$ cat src/rtl/core/rfpe_pkg.sv
// ----------------------------------------------------------------------------
// rfpe_pkg
// Shared types and constants for the remote frame pulse encoder.
// ----------------------------------------------------------------------------
`default_nettype none

package rfpe_pkg;

  // Configuration port geometry and register indexes.
  localparam int unsigned CFG_DATA_W = 24;
  localparam int unsigned CFG_IDX_W  = 2;

  localparam logic [CFG_IDX_W-1:0] CFG_REMOTE_ADDRESS = 2'd0;
  localparam logic [CFG_IDX_W-1:0] CFG_SYMBOL_US      = 2'd1;
  localparam logic [CFG_IDX_W-1:0] CFG_KEY_BYTE       = 2'd2;

  // Register reset values.
  localparam logic [23:0] ADDRESS_RESET = 24'd0;
  localparam logic [11:0] SYMBOL_RESET  = 12'd640;
  localparam logic [7:0]  KEY_RESET     = 8'hA7;

  // Fixed pulse durations in microseconds.
  localparam logic [16:0] WAKE_MARK_US      = 17'd9415;
  localparam logic [16:0] WAKE_SPACE_US     = 17'd89565;
  localparam logic [16:0] SOFT_SYNC_MARK_US = 17'd4550;
  localparam logic [14:0] GAP_US            = 15'd30415;

  // Frame geometry and sync counts.
  localparam int unsigned FRAME_BITS = 56;
  localparam logic [5:0]  LAST_BIT   = 6'd55;
  localparam logic [2:0]  SYNC_FIRST = 3'd2;
  localparam logic [2:0]  SYNC_REPEAT = 3'd7;

  // One frame request.
  typedef struct packed {
    logic [3:0]  command;
    logic [15:0] rolling_code;
    logic        first_frame;
  } in_item_t;

  // One timed pulse pair.
  typedef struct packed {
    logic        lead_is_mark;
    logic [16:0] lead_us;
    logic [16:0] follow_us;
    logic [14:0] tail_space_us;
    logic        last;
  } out_item_t;

  // An encoded frame waiting for transmission.
  typedef struct packed {
    logic                  first_frame;
    logic [FRAME_BITS-1:0] bits;
  } frame_t;

  // Queue status seen by the front and back ends.
  typedef struct packed {
    logic full;
    logic empty;
  } queue_status_t;

endpackage

`default_nettype wire

$ cat src/rtl/core/rts_remote_frame_pulse_encoder_top.sv
// ----------------------------------------------------------------------------
// rts_remote_frame_pulse_encoder_top
// Encodes remote-control frame requests into timed radio pulse pairs.
// ----------------------------------------------------------------------------
// Usage:
//   Input channel: drive in_item and raise start; the item is taken at a
//   clock edge where start is high and busy is low. busy is high while the
//   two-entry frame queue is full.
//   Result channel: each pulse pair appears on out_item for one cycle with
//   out_strobe high. The receiver cannot stall, so it must take every pair.
//   Configuration: cfg_we with cfg_index 0 (address), 1 (symbol length) or
//   2 (key byte) writes cfg_wdata; write only while the block is idle.
// Timing:
//   When the sequencer is idle, a taken item passes through the queue entry,
//   the sequencer state and the output register before its first pair leaves.
//   The sequencer emits one pair per cycle; a first frame has 60 pairs and any
//   other frame 64; with a frame queued the next one follows the last pair with no gap.
// Reset:
//   Synchronous, active low: the queue empties, the sequencer idles and the
//   registers return to address 0, symbol 640 us and key 0xA7.
// ----------------------------------------------------------------------------
`default_nettype none

module rts_remote_frame_pulse_encoder_top import rfpe_pkg::*; (
  input  wire logic                  clk,
  input  wire logic                  rst_n,
  input  wire logic                  cfg_we,
  input  wire logic [CFG_IDX_W-1:0]  cfg_index,
  input  wire logic [CFG_DATA_W-1:0] cfg_wdata,
  input  wire logic                  start,
  output logic                       busy,
  input  wire in_item_t              in_item,
  output logic                       out_strobe,
  output out_item_t                  out_item
);

  queue_status_t q_status;
  logic          push;
  logic          pop;
  frame_t        push_frame;
  frame_t        pop_frame;
  logic [11:0]   symbol_us;

  // Front end: registers and frame encoding.
  rfpe_front u_front (
    .clk        (clk),
    .rst_n      (rst_n),
    .cfg_we     (cfg_we),
    .cfg_index  (cfg_index),
    .cfg_wdata  (cfg_wdata),
    .start      (start),
    .item       (in_item),
    .q_status   (q_status),
    .push       (push),
    .push_frame (push_frame),
    .symbol_us  (symbol_us)
  );

  // Frame queue between the two ends.
  rfpe_queue u_queue (
    .clk        (clk),
    .rst_n      (rst_n),
    .push       (push),
    .push_frame (push_frame),
    .pop        (pop),
    .pop_frame  (pop_frame),
    .status     (q_status)
  );

  // Back end: pulse sequencer.
  rfpe_back u_back (
    .clk        (clk),
    .rst_n      (rst_n),
    .q_status   (q_status),
    .pop_frame  (pop_frame),
    .symbol_us  (symbol_us),
    .pop        (pop),
    .out_strobe (out_strobe),
    .out_item   (out_item)
  );

  assign busy = q_status.full;

endmodule

`default_nettype wire

$ cat src/rtl/core/rfpe_front.sv
// ----------------------------------------------------------------------------
// rfpe_front
// Holds the configuration registers, accepts frame requests and encodes
// each into a 56-bit obfuscated frame for the queue.
// ----------------------------------------------------------------------------
`default_nettype none

module rfpe_front import rfpe_pkg::*; (
  input  wire logic                  clk,
  input  wire logic                  rst_n,
  input  wire logic                  cfg_we,
  input  wire logic [CFG_IDX_W-1:0]  cfg_index,
  input  wire logic [CFG_DATA_W-1:0] cfg_wdata,
  input  wire logic                  start,
  input  wire in_item_t              item,
  input  wire queue_status_t         q_status,
  output logic                       push,
  output frame_t                     push_frame,
  output logic [11:0]                symbol_us
);

  logic [23:0] address_r;
  logic [11:0] symbol_r;
  logic [7:0]  key_r;
  logic [7:0]  raw [7];
  logic [7:0]  obf [7];
  logic [3:0]  csum;

  // Configuration registers; indexes beyond the list are ignored.
  always_ff @(posedge clk) begin
    if (!rst_n) begin
      address_r <= ADDRESS_RESET;
      symbol_r  <= SYMBOL_RESET;
      key_r     <= KEY_RESET;
    end else if (cfg_we) begin
      case (cfg_index)
        CFG_REMOTE_ADDRESS: address_r <= cfg_wdata;
        CFG_SYMBOL_US:      symbol_r  <= cfg_wdata[11:0];
        CFG_KEY_BYTE:       key_r     <= cfg_wdata[7:0];
        default: ;
      endcase
    end
  end

  assign symbol_us = symbol_r;

  // Checksum is the XOR of every nibble with the checksum slot at zero.
  assign csum = key_r[7:4] ^ key_r[3:0] ^ item.command
              ^ item.rolling_code[15:12] ^ item.rolling_code[11:8]
              ^ item.rolling_code[7:4] ^ item.rolling_code[3:0]
              ^ address_r[23:20] ^ address_r[19:16] ^ address_r[15:12]
              ^ address_r[11:8] ^ address_r[7:4] ^ address_r[3:0];

  // Plain frame bytes, then chained XOR obfuscation.
  always_comb begin
    raw[0] = key_r;
    raw[1] = {item.command, csum};
    raw[2] = item.rolling_code[15:8];
    raw[3] = item.rolling_code[7:0];
    raw[4] = address_r[23:16];
    raw[5] = address_r[15:8];
    raw[6] = address_r[7:0];
    obf[0] = raw[0];
    for (int i = 1; i < 7; i++) begin
      obf[i] = raw[i] ^ obf[i-1];
    end
  end

  // A request is taken whenever the queue has room.
  assign push                   = start && !q_status.full;
  assign push_frame.first_frame = item.first_frame;
  assign push_frame.bits        = {obf[0], obf[1], obf[2], obf[3], obf[4], obf[5], obf[6]};

endmodule

`default_nettype wire

$ cat src/rtl/core/rfpe_queue.sv
// ----------------------------------------------------------------------------
// rfpe_queue
// Two-entry queue of encoded frames between the front and back ends.
// ----------------------------------------------------------------------------
`default_nettype none

module rfpe_queue import rfpe_pkg::*; (
  input  wire logic    clk,
  input  wire logic    rst_n,
  input  wire logic    push,
  input  wire frame_t  push_frame,
  input  wire logic    pop,
  output frame_t       pop_frame,
  output queue_status_t status
);

  logic   [1:0] count_r;
  logic         wr_ptr_r;
  logic         rd_ptr_r;
  frame_t       entry_r [2];

  // Pointers and fill count.
  always_ff @(posedge clk) begin
    if (!rst_n) begin
      count_r  <= 2'd0;
      wr_ptr_r <= 1'b0;
      rd_ptr_r <= 1'b0;
    end else begin
      if (push) wr_ptr_r <= !wr_ptr_r;
      if (pop)  rd_ptr_r <= !rd_ptr_r;
      case ({push, pop})
        2'b10:   count_r <= count_r + 2'd1;
        2'b01:   count_r <= count_r - 2'd1;
        default: count_r <= count_r;
      endcase
    end
  end

  // Entry storage.
  always_ff @(posedge clk) begin
    if (push) entry_r[wr_ptr_r] <= push_frame;
  end

  assign pop_frame    = entry_r[rd_ptr_r];
  assign status.full  = (count_r == 2'd2);
  assign status.empty = (count_r == 2'd0);

  // A full queue is never written and an empty one never read.
  a_no_overflow: assert property (@(posedge clk) disable iff (!rst_n)
    status.full |-> !push) else $error("push into full frame queue");
  a_no_underflow: assert property (@(posedge clk) disable iff (!rst_n)
    status.empty |-> !pop) else $error("pop from empty frame queue");

endmodule

`default_nettype wire

$ cat src/rtl/core/rfpe_back.sv
// ----------------------------------------------------------------------------
// rfpe_back
// Pulse sequencer: turns one queued frame into wake-up (first frames only),
// sync and Manchester data pulse pairs, one pair per clock.
// ----------------------------------------------------------------------------
`default_nettype none

module rfpe_back import rfpe_pkg::*; (
  input  wire logic          clk,
  input  wire logic          rst_n,
  input  wire queue_status_t q_status,
  input  wire frame_t        pop_frame,
  input  wire logic [11:0]   symbol_us,
  output logic               pop,
  output logic               out_strobe,
  output out_item_t          out_item
);

  typedef enum logic [2:0] {
    ST_IDLE,
    ST_WAKE,
    ST_HSYNC,
    ST_SSYNC,
    ST_DATA
  } state_t;

  state_t                state_r, state_nxt;
  logic [5:0]            cnt_r, cnt_nxt;
  logic [FRAME_BITS-1:0] shift_r, shift_nxt;
  logic                  strobe_r;
  out_item_t             item_r, item_nxt;
  logic [16:0]           sym17;
  logic [16:0]           sync17;
  logic                  frame_done;

  assign sym17      = {5'd0, symbol_us};
  assign sync17     = {3'd0, symbol_us, 2'b00};
  assign frame_done = (state_r == ST_DATA) && (cnt_r == LAST_BIT);
  assign pop        = ((state_r == ST_IDLE) || frame_done) && !q_status.empty;

  // Next state and the pair for the current step.
  always_comb begin
    state_nxt = state_r;
    cnt_nxt   = cnt_r;
    shift_nxt = shift_r;
    item_nxt  = '0;
    case (state_r)
      ST_WAKE: begin
        item_nxt.lead_is_mark = 1'b1;
        item_nxt.lead_us      = WAKE_MARK_US;
        item_nxt.follow_us    = WAKE_SPACE_US;
        state_nxt             = ST_HSYNC;
        cnt_nxt               = {3'd0, SYNC_FIRST - 3'd1};
      end
      ST_HSYNC: begin
        item_nxt.lead_is_mark = 1'b1;
        item_nxt.lead_us      = sync17;
        item_nxt.follow_us    = sync17;
        if (cnt_r == 6'd0) begin
          state_nxt = ST_SSYNC;
        end else begin
          cnt_nxt = cnt_r - 6'd1;
        end
      end
      ST_SSYNC: begin
        item_nxt.lead_is_mark = 1'b1;
        item_nxt.lead_us      = SOFT_SYNC_MARK_US;
        item_nxt.follow_us    = sym17;
        state_nxt             = ST_DATA;
        cnt_nxt               = 6'd0;
      end
      ST_DATA: begin
        // A one bit is space then mark, a zero bit mark then space.
        item_nxt.lead_is_mark = !shift_r[FRAME_BITS-1];
        item_nxt.lead_us      = sym17;
        item_nxt.follow_us    = sym17;
        item_nxt.last         = frame_done;
        item_nxt.tail_space_us = frame_done ? GAP_US : 15'd0;
        shift_nxt             = {shift_r[FRAME_BITS-2:0], 1'b0};
        cnt_nxt               = cnt_r + 6'd1;
        if (frame_done) state_nxt = ST_IDLE;
      end
      default: ;
    endcase

    // A waiting frame is loaded from idle, or right after the last bit.
    if (pop) begin
      shift_nxt = pop_frame.bits;
      if (pop_frame.first_frame) begin
        state_nxt = ST_WAKE;
      end else begin
        state_nxt = ST_HSYNC;
        cnt_nxt   = {3'd0, SYNC_REPEAT - 3'd1};
      end
    end
  end

  // Sequencer state and registered result.
  always_ff @(posedge clk) begin
    if (!rst_n) begin
      state_r  <= ST_IDLE;
      cnt_r    <= 6'd0;
      strobe_r <= 1'b0;
    end else begin
      state_r  <= state_nxt;
      cnt_r    <= cnt_nxt;
      strobe_r <= (state_r != ST_IDLE);
    end
    shift_r <= shift_nxt;
    item_r  <= item_nxt;
  end

  assign out_strobe = strobe_r;
  assign out_item   = item_r;

  // The last data bit always comes out as the final, gapped pair.
  a_last_follows: assert property (@(posedge clk) disable iff (!rst_n)
    frame_done |=> out_strobe && out_item.last && out_item.tail_space_us == GAP_US)
    else $error("final pair missing after last data bit");
  a_last_only_data: assert property (@(posedge clk) disable iff (!rst_n)
    out_strobe && out_item.last |-> $past(state_r) == ST_DATA)
    else $error("final pair flagged outside data phase");

endmodule

`default_nettype wire

$ cat config.mk
export PLATFORM = sky130hd
export DESIGN_NAME = rts_remote_frame_pulse_encoder_top
export DESIGN_NICKNAME = d
export VERILOG_FILES = /design/src/rtl/core/rfpe_pkg.sv /design/src/rtl/core/rts_remote_frame_pulse_encoder_top.sv /design/src/rtl/core/rfpe_front.sv /design/src/rtl/core/rfpe_queue.sv /design/src/rtl/core/rfpe_back.sv
export SDC_FILE = /design/constraint.sdc
export NUM_CORES = 1
export LEC_CHECK = 0
export ABC_CLOCK_PERIOD_IN_PS = 6400
export BUFFER_PORTS_ARGS = -buffer_cell sky130_fd_sc_hd__clkbuf_2
export CORE_MARGIN = 3
export CORE_UTILIZATION = 59
export DETAILED_ROUTE_END_ITERATION = 8
export HOLD_SLACK_MARGIN = 0.12
export PLACE_DENSITY = 0.81
export SLEW_MARGIN = 5
export SYNTH_ARGS = -nofsm -noshare
export SYNTH_HDL_FRONTEND = slang
export SYNTH_HIERARCHICAL = 1
export SYNTH_SLANG_ARGS = --single-unit
$ cat constraint.sdc
create_clock -name clk -period 6.4 [get_ports clk]
set_input_delay 0.64 -clock clk [delete_from_list [all_inputs] [get_ports clk]]
set_output_delay 0.64 -clock clk [all_outputs]
set_load 0.01 [all_outputs]
==> impl_metrics.env <==
export IMPL_cp_arrival_ns=3.34
export IMPL_htree_levels=1
export IMPL_slew_headroom=0.268
export IMPL_drtPass1Iterations=4
export IMPL_area_growth_synth_to_final_pct=12.7
export IMPL_grt_pass1_wl_um=35700
export IMPL_design_die_area_um2=21000
export IMPL_period_minus_slack_ns=2.90
export IMPL_hold_path_class="input port to flip-flop"
export IMPL_most_common_layout_cells="170 x edfxtp_1, 112 x nand2_1, 96 x clkbuf_2, 96 x mux2_2, 89 x dfxtp_1"
export IMPL_hold_viol_final=0
export IMPL_drc=0
export IMPL_min_period_over_period=0.452
export IMPL_post_place_ws_ns=3.52
export IMPL_numCtsBuffers=26
export IMPL_initial_utilization=0.605
export IMPL_cts_tree="built"
export IMPL_synth_top_flop_cell="edfxtp_1"
export IMPL_grt_max_degree=61
export IMPL_stdcell_area_um2=12800
export IMPL_drv_slew=0
export IMPL_hold_ws_ns=0.317
export IMPL_n_antenna_cell=0
export IMPL_netlist_instances=844
export IMPL_synthArstFlopShare=0
export IMPL_die_h_um=145
export IMPL_drt_wl_total_um=23000
export IMPL_skew_ns=0.0134
export IMPL_ir_drop_v=0.000297
export IMPL_cp_end_kind="flip-flop"
export IMPL_clkTransAtPathRegs_ns=0.06
export IMPL_track_usage=0.213
export IMPL_drt_initial_drc_count=523
export IMPL_final_cells=1201
export IMPL_insertion_delay_ns=0.52
export IMPL_place_port_buffers=95
export IMPL_clock_sinks=260
export IMPL_netlist_area_um2=11400
export IMPL_timing_worst_setup_path_type="flip-flop to flip-flop"
export IMPL_cp_max_fo=59
export IMPL_detail_route_antenna_nets=0
export IMPL_start_kind="flip-flop"
export IMPL_power_mw=5.70
export IMPL_die_x_um=145
export IMPL_power_density_nw_per_um2=444
export IMPL_post_dp_cell_area_um2=12000
export IMPL_avgSynthCellArea_um2=13.5
export IMPL_io_pins=104
export IMPL_synth_seq_cells=260
export IMPL_gp_congestion=0.895
export IMPL_root_buffer="clkbuf_16"
export IMPL_cts_hold_buf=0
export IMPL_layout_commonest_cell="edfxtp_1"
export IMPL_maxCapViolations=0
export IMPL_rows=50
export IMPL_tns_ns=0
export IMPL_cts_setup_buffers=0
export IMPL_synth_edf_count=170
export IMPL_fin_util=0.682
export IMPL_grt_overflow_total=0
export IMPL_ys_seq_area_frac=0.607
export IMPL_grt_pass1_vias=6454
export IMPL_synthDistinctLibCells=62
export IMPL_rsz0062_at_grt="false"
export IMPL_vias=6689
export IMPL_antenna_found_initial=0
export IMPL_status="completed"
export IMPL_p_leak_nw=4.89
export IMPL_setup_viol=0
export IMPL_nNetsFinal=976
export IMPL_layout_drive_gt1_share=0.285
export IMPL_vias_per_cell=5.57
export IMPL_cp_data_required_time_ns=6.84
export IMPL_worst_pin_slew_ns=1.09
export IMPL_wl_per_cell_um=19.1
export IMPL_clock_path_buffers=3
export IMPL_synth_warnings=6
export IMPL_dp_cells=1153
export IMPL_coreArea_um2=18800
export IMPL_post_cts_resized=0
export IMPL_worst_slack_ns=3.50
export IMPL_max_freq_mhz=345
export IMPL_dp_hpwl_um=14600
critical path: stages (launching register included):
cell and delay (ns):
dfxtp_1 0.30, buf_4 0.22, nor2_1 0.42, a31oi_4 0.23, nor2_4 0.13, buf_4 0.62
ha_1 0.40, or3_1 0.35, a21boi_1 0.14
power by group:
group | total (mW) | internal [mW] | switching [mW]
logic | 1.61 | 0.725 | 0.885
clock network | 1.52 | 0.918 | 0.606
registers | 2.56 | 2.41 | 0.153
total | 5.70 | 4.05 | 1.64
registers in the layout (all words and copies together), names as in the netlist, named ones only:
signal	flops
u_back/out_strobe	1
u_front/symbol_us	12
u_front/address_r	24
u_queue/rd_ptr_r	1
u_back/shift_r	56
u_queue/wr_ptr_r	1
u_front/key_r	8
u_queue/entry_r	114
u_back/out_item	31
u_back/cnt_r	6
u_back/state_r	3
u_queue/count_r	2
kinds of logic (layout without fill, tap and decap cells):
logic type	Yosys count	after routing	synth area share
other cells	1	8	0.000329
buf+inv	72	162	0.0347
compound gates	109	109	0.0645
mux	116	116	0.114
fa+ha+maj	4	4	0.00440
flops	260	260	0.607
simple gates	206	206	0.0843
xor+xnor	76	76	0.0908
worst paths after layout:
check             slack (ns)  cells after the start         startpoint                     end
hold reg to reg         0.45                      0   u_front/key_r[2]  u_queue/entry_r[1][50]
setup / recovery        3.50                      8  u_back/state_r[1]      u_queue/count_r[1]
setup reg to reg        3.50                      8  u_back/state_r[1]      u_queue/count_r[1]
hold / removal          0.32                      1         in_item[0]  u_queue/entry_r[1][56]
cell type report:
type,count,area (um^2)
repair buffers,104,543
inverters,10,37.5
fillers,1279,6000
clock inverters,12,109
multi-input cells,519,4140
clock buffers,36,771
well taps,260,325
flip-flops and latches,260,6910
synth_stat cells, drive strengths merged (3+ instances only):
master    n  area [um^2]
nand3b    3         22.5
o31ai    10         75.1
ha        4         50.1
or2       4         25.0
nand2   112          420
or3b      3         26.3
mux2    113         1270
o21ai    19         95.1
nor2     26          100
o21a      4         30.0
and2      9         56.3
nand3    12         60.1
a21oi    23          115
edfxtp  170         5100
a31oi     4         40.0
mux2i     3         30.0
xor3      9          218
inv      10         37.5
nand2b    5         31.3
xnor3    15          353
a21boi   38          285
nor2b     8         50.1
buf      37          264
xor2     23          209
clkbuf   25         93.8
nor3      7         35.0
dfxtp    90         1800
and3b     3         26.3
xnor2    29          254
layer usage:
layer,wire (um),up-vias,track usage
met1,9990,3238,0.304
li1,-,3156,-
met3,1670,44,0.0347
met2,10800,251,0.339
met4,549,0,0.0684
met5,0,-,0
(Power assumes the default switching activity.)
